==> src/rtl/kpd_pkg.sv <==
// ----------------------------------------------------------------------------
// kpd_pkg: keypad event detector package
// Shared widths, reset values and lane/knob status types.
// ----------------------------------------------------------------------------
package kpd_pkg;

	localparam int KEY_W      = 12;
	localparam int NUM_KEYS   = 12;
	localparam int TIME_W     = 32;
	localparam int LP_W       = 16;

	localparam logic [LP_W-1:0] LONG_PRESS_RST = LP_W'(1000);

	typedef struct packed {
		logic held;
		logic pressed;
		logic released;
	} kpd_key_evt_t;

	typedef struct packed {
		logic short_press;
		logic long_press;
	} kpd_knob_evt_t;

	typedef struct packed {
		logic [KEY_W-1:0] keys_held;
		logic [KEY_W-1:0] keys_pressed;
		logic [KEY_W-1:0] keys_released;
		logic             short_press;
		logic             long_press;
	} kpd_result_t;

endpackage

==> src/rtl/kpd_knob.sv <==
// ----------------------------------------------------------------------------
// kpd_knob: knob press timer
// Arms on a falling edge, flags a long press after the hold time, else a
// short press on release.
// ----------------------------------------------------------------------------
module kpd_knob import kpd_pkg::*; (
	input  logic              clk,
	input  logic              arst_n,
	input  logic              en,
	input  logic              knob_level,
	input  logic [TIME_W-1:0] now_ms,
	input  logic [LP_W-1:0]   long_press_ms,
	output kpd_knob_evt_t     evt
);

	logic              prev_q;
	logic              armed_q;
	logic [TIME_W-1:0] start_q;
	logic [TIME_W-1:0] elapsed;
	logic              fall;

	assign fall    = ~knob_level & prev_q;
	assign elapsed = now_ms - start_q;

	always_comb begin
		evt.long_press  = ~knob_level & ~prev_q & armed_q &
			(elapsed >= {{(TIME_W-LP_W){1'b0}}, long_press_ms});
		evt.short_press = knob_level & ~prev_q & armed_q;
	end

	always_ff @(posedge clk or negedge arst_n) begin
		if (!arst_n) begin
			prev_q  <= 1'b1;
			armed_q <= 1'b0;
			start_q <= '0;
		end else if (en) begin
			prev_q <= knob_level;
			if (fall) begin
				start_q <= now_ms;
				armed_q <= 1'b1;
			end else if (evt.long_press || evt.short_press) begin
				armed_q <= 1'b0;
			end
		end
	end

endmodule

==> config.mk <==
export PLATFORM = sky130hd
export DESIGN_NAME = kpd_knob
export DESIGN_NICKNAME = d
export VERILOG_FILES = /design/src/rtl/kpd_pkg.sv /design/src/rtl/kpd_knob.sv
export SDC_FILE = /design/constraint.sdc
export NUM_CORES = 1
export LEC_CHECK = 0
export BUFFER_PORTS_ARGS = -buffer_cell sky130_fd_sc_hd__buf_2
export CORE_MARGIN = 4
export CORE_UTILIZATION = 53
export DETAILED_ROUTE_END_ITERATION = 6
export GPL_TIMING_DRIVEN = 0
export HOLD_SLACK_MARGIN = 0.02
export PLACE_DENSITY = 0.74
export SYNTH_ARGS = -nofsm -noshare
export SYNTH_HDL_FRONTEND = slang
export SYNTH_SLANG_ARGS = --single-unit
==> constraint.sdc <==
create_clock -name clk -period 6.04 [get_ports clk]
set_input_delay 0.302 -clock clk [delete_from_list [all_inputs] [get_ports clk]]
set_output_delay 0.302 -clock clk [all_outputs]
set_load 0.05 [all_outputs]
==> results.md <==
* H-Tree Depth at 2
* Most used cell, CP: ha_1
* FMAX at approximately 180 MHz
* Die ar. at 8790 um2
* Slew @ Worst Pin at 0.8064 ns
* Final nets at about 620
* Drt drc at 2
* Clock Latency Late Sink at 0.29 ns
* Placed Area at 4283 um2
* Hold_ws at roughly 0.09 ns
* Fin cells at slightly above 600
* CP max stage cell: a211oi_2
* WL/cell at 14.52 um
* FF+latch count, synth at 34
* Max-slew violation count at 0
* Routed WL at 8989 um
* Sw frac at 0.4396
* Worst setup margin at 0.5480 ns
* Simple-Gate Fraction of Synth Area at 0.1547
* Cells after Synth at 462
* GP Congestion at 0.9756
* Ports at 54
* Net Switching at 0.6266 mW
* Crit. End Element: output pin
* Crit path max fanout at 6
* Overall die width at 93.76 um
* Combinational power share at 0.631
* # placed instances at 611
* Clock root cell: clkbuf_8
* Area of the mapped netlist at 3897 um2
* Design Area, Final at 4398 um2
* Peak supply drop at about 0.15 mV
* Worst Hold Class: primary input to asynchronous set/reset pin
* CTS Hold Bufs at 0
* GRT Residual Overflow at 0
* Initial Utilization at 0.5582
* Tmin final at approximately 5.5 ns
* DRT antenna net count at 0
* Crit path cell chain: inv_1, ha_1, nor2b_1, o2111ai_1, a211oi_2, o221ai_1, nand2_1, xor2_1, ha_1, a21o_1, a21oi_1, o22ai_1, or4_1, a211o_1, nor4b_2, nand4_1, nor4_2, nor4b_1, buf_2
* Post-CTS Setup Bufs at 0
* Netlist cell types at 64
* Area delta synth->final at 12.84%
* Main combinational cell family by area after synthesis: compound AO/OA/AOI/OAI gates
* Ys Warns at 0
* DP HPWL at 7317 um
* Clk slew on worst S/H paths at about 0.08 ns
* GRT Resource Usage Total at 0.2121
* Core area at 6982 um2
* Syn Area/Cell at approximately 8.4 um2
* Hold Violations, Final at 0
* Pwr per Cell Area at approximately 320 nW/um2
* Violated checks: design-rule violations
* EDFF count, synth at 0
* Setup CP Type: flip-flop to output pin
* Synth Flop Type: dfrtp_1
* Area share of fa/ha/maj cells after synthesis at 0.1560
* CP startpoint kind: flip-flop
* Fill cells at ~650
* Mapped Nets at 562
* Vias per cell at approximately 5.6
* Req. time, crit path at approximately 5.7 ns
* Clock Skew at around 0.0011 ns
* RSZ-0062 raised after global routing: no
* Internal power at between 0.7 and 0.8 mW
* Ratio of cells with drive above 1 in the final layout at 0.2161
* Worst path arrival time at between 5 and 6 ns
* Row count at 30
* Commonest non-fill, non-tap cell in the layout: inv_1
* Clock sink total at 34
* Largest stage delay, worst path at between 0.4 and 0.5 ns
* Post-Synth XOR/XNOR Area at 0.04270
* Async SR Flop Fraction at 1.000
* Sequential Power Share at 0.215
* Place WS at 0.6118 ns
* Mux cell area share after synthesis at 0.1024
* Antenna violations before repair at 0
* Die span in y at 93.76 um
* Max Cap Viol at 0
* Final period utilization at 0.9093
* Headroom to the max-slew limit at 0.4624
* Port Buffers at 53
* Clock power share at 0.154
* Leak at roughly 2.1 nW
* Largest net degree at the start of global routing at 35
* Setup TNS at 0 ns
* DRT iter0 DRCs at 155
* DRT Pass-1 Iters at 7
* First-pass GRT wire length at approximately 15000 um
* Vias in the first global route at 3344
* Antenna cell count at 0
* Max Buffers Root-to-Sink at 2
* Sequential share of the synthesized area at 0.2186
* CTS tree: built
* Complex-gate fraction of the synthesized area at 0.2308
* Vias at between 3000 and 4000
* Outcome: complete, but fails checks
* Num CTS Buffers at 5
* Most frequent cells in the layout: inv_1, buf_2, ha_1
* Setup violators final at 0
-- worst max-delay path: cells and delay by family (launching register included) --
kind / cells / cell delay, ns
XOR/XNOR: 1 / 0.20
flip-flops: 1 / 0.39
adder cells (fa/ha/maj): 2 / 0.53
AND/OR/NAND/NOR: 7 / 1.72
AO/OA/AOI/OAI: 7 / 1.77
buffers and inverters: 2 / 0.28
-- state kept, by name, indices dropped and copies added, names as in the netlist --
signal	count
start_q	32
armed_q	1
prev_q	1
-- cell type report --
type	instances	area [um2]	share of cell area
clock inverter	2	37.54	0.008535
timing repair buffer	53	265.3	0.06031
inverter	59	221.5	0.05036
multi-input combinational	349	2681	0.6097
clock buffer	6	72.57	0.01650
sequential	34	852.1	0.1937
buffer	20	147.6	0.03357
tap	96	120.1	0.02731
-- synth_stat cells (10+ instances only) --
library cell	instances	area share
inv_1	59	0.057
ha_1	47	0.15
a21oi_1	38	0.049
nand2_1	34	0.033
dfrtp_1	33	0.21
mux2_2	31	0.090
nor2_1	19	0.018
a21o_1	15	0.029
nand4_1	14	0.022
o21ai_0	13	0.017
clkbuf_1	10	0.0096
xnor2_1	10	0.022
-- kinds of logic (layout without fill, tap and decap cells) --
family / count (synthesis) / count (layout)
and+or+nand+nor: 116 / 116
AOI/OAI and AO/OA: 130 / 130
xor gates and xnor gates: 19 / 19
DFF: 34 / 34
buffers and inverters: 79 / 140
muxes: 36 / 36
adders and majority gates: 48 / 48
-- routing by layer --
layer  routed length [um]  vias up  track usage
met2                 4123       60       0.3471
met4                   90        0      0.06017
met1                 4449     1644       0.2916
met3                  326        7      0.02804
li1                     -     1777            -
met5                    0        -            0
-- path summary, 6_finish.rpt --
path / startpoint / end / slack [ns] / depth (start not counted)
min in group clk: now_ms[2] / start_q[2] / 0.25 / 2
worst min-delay path: arst_n / start_q[3] / 0.09 / 1
worst min register to register: start_q[0] / start_q[0] / 0.51 / 2
worst max-delay path: start_q[1] / evt[0] / 0.55 / 19
max in group asynchronous: arst_n / start_q[21] / 5.45 / 1
worst max register to register: start_q[1] / armed_q / 1.21 / 18
-- power by group through the flow --
stage	Sequential, mW	Combinational (mW)	Clock (mW)
after detailed placement	0.311	0.887	0
after CTS	0.307	0.894	0.226
final	0.307	0.899	0.220
after global routing	0.313	1.01	0.234
after global placement	0.307	0.866	0
after floorplan	0.303	0.705	0
-- per-stage QoR --
stage | utilization | power (mW)
after detailed placement | 0.6134 | 1.199
after global placement | 0.6134 | 1.173
after CTS | 0.6292 | 1.426
after global routing | 0.6299 | 1.557
final | 0.6299 | 1.425
after floorplan | - | 1.009
-- what timing repair did --
item | 4_1_cts | 5_1_grt
endpoints found under the hold margin | 0 | 0
setup endpoints to repair | 0 | 1
resized for setup | 0 | 1
Power figures use the tool's default switching activity.
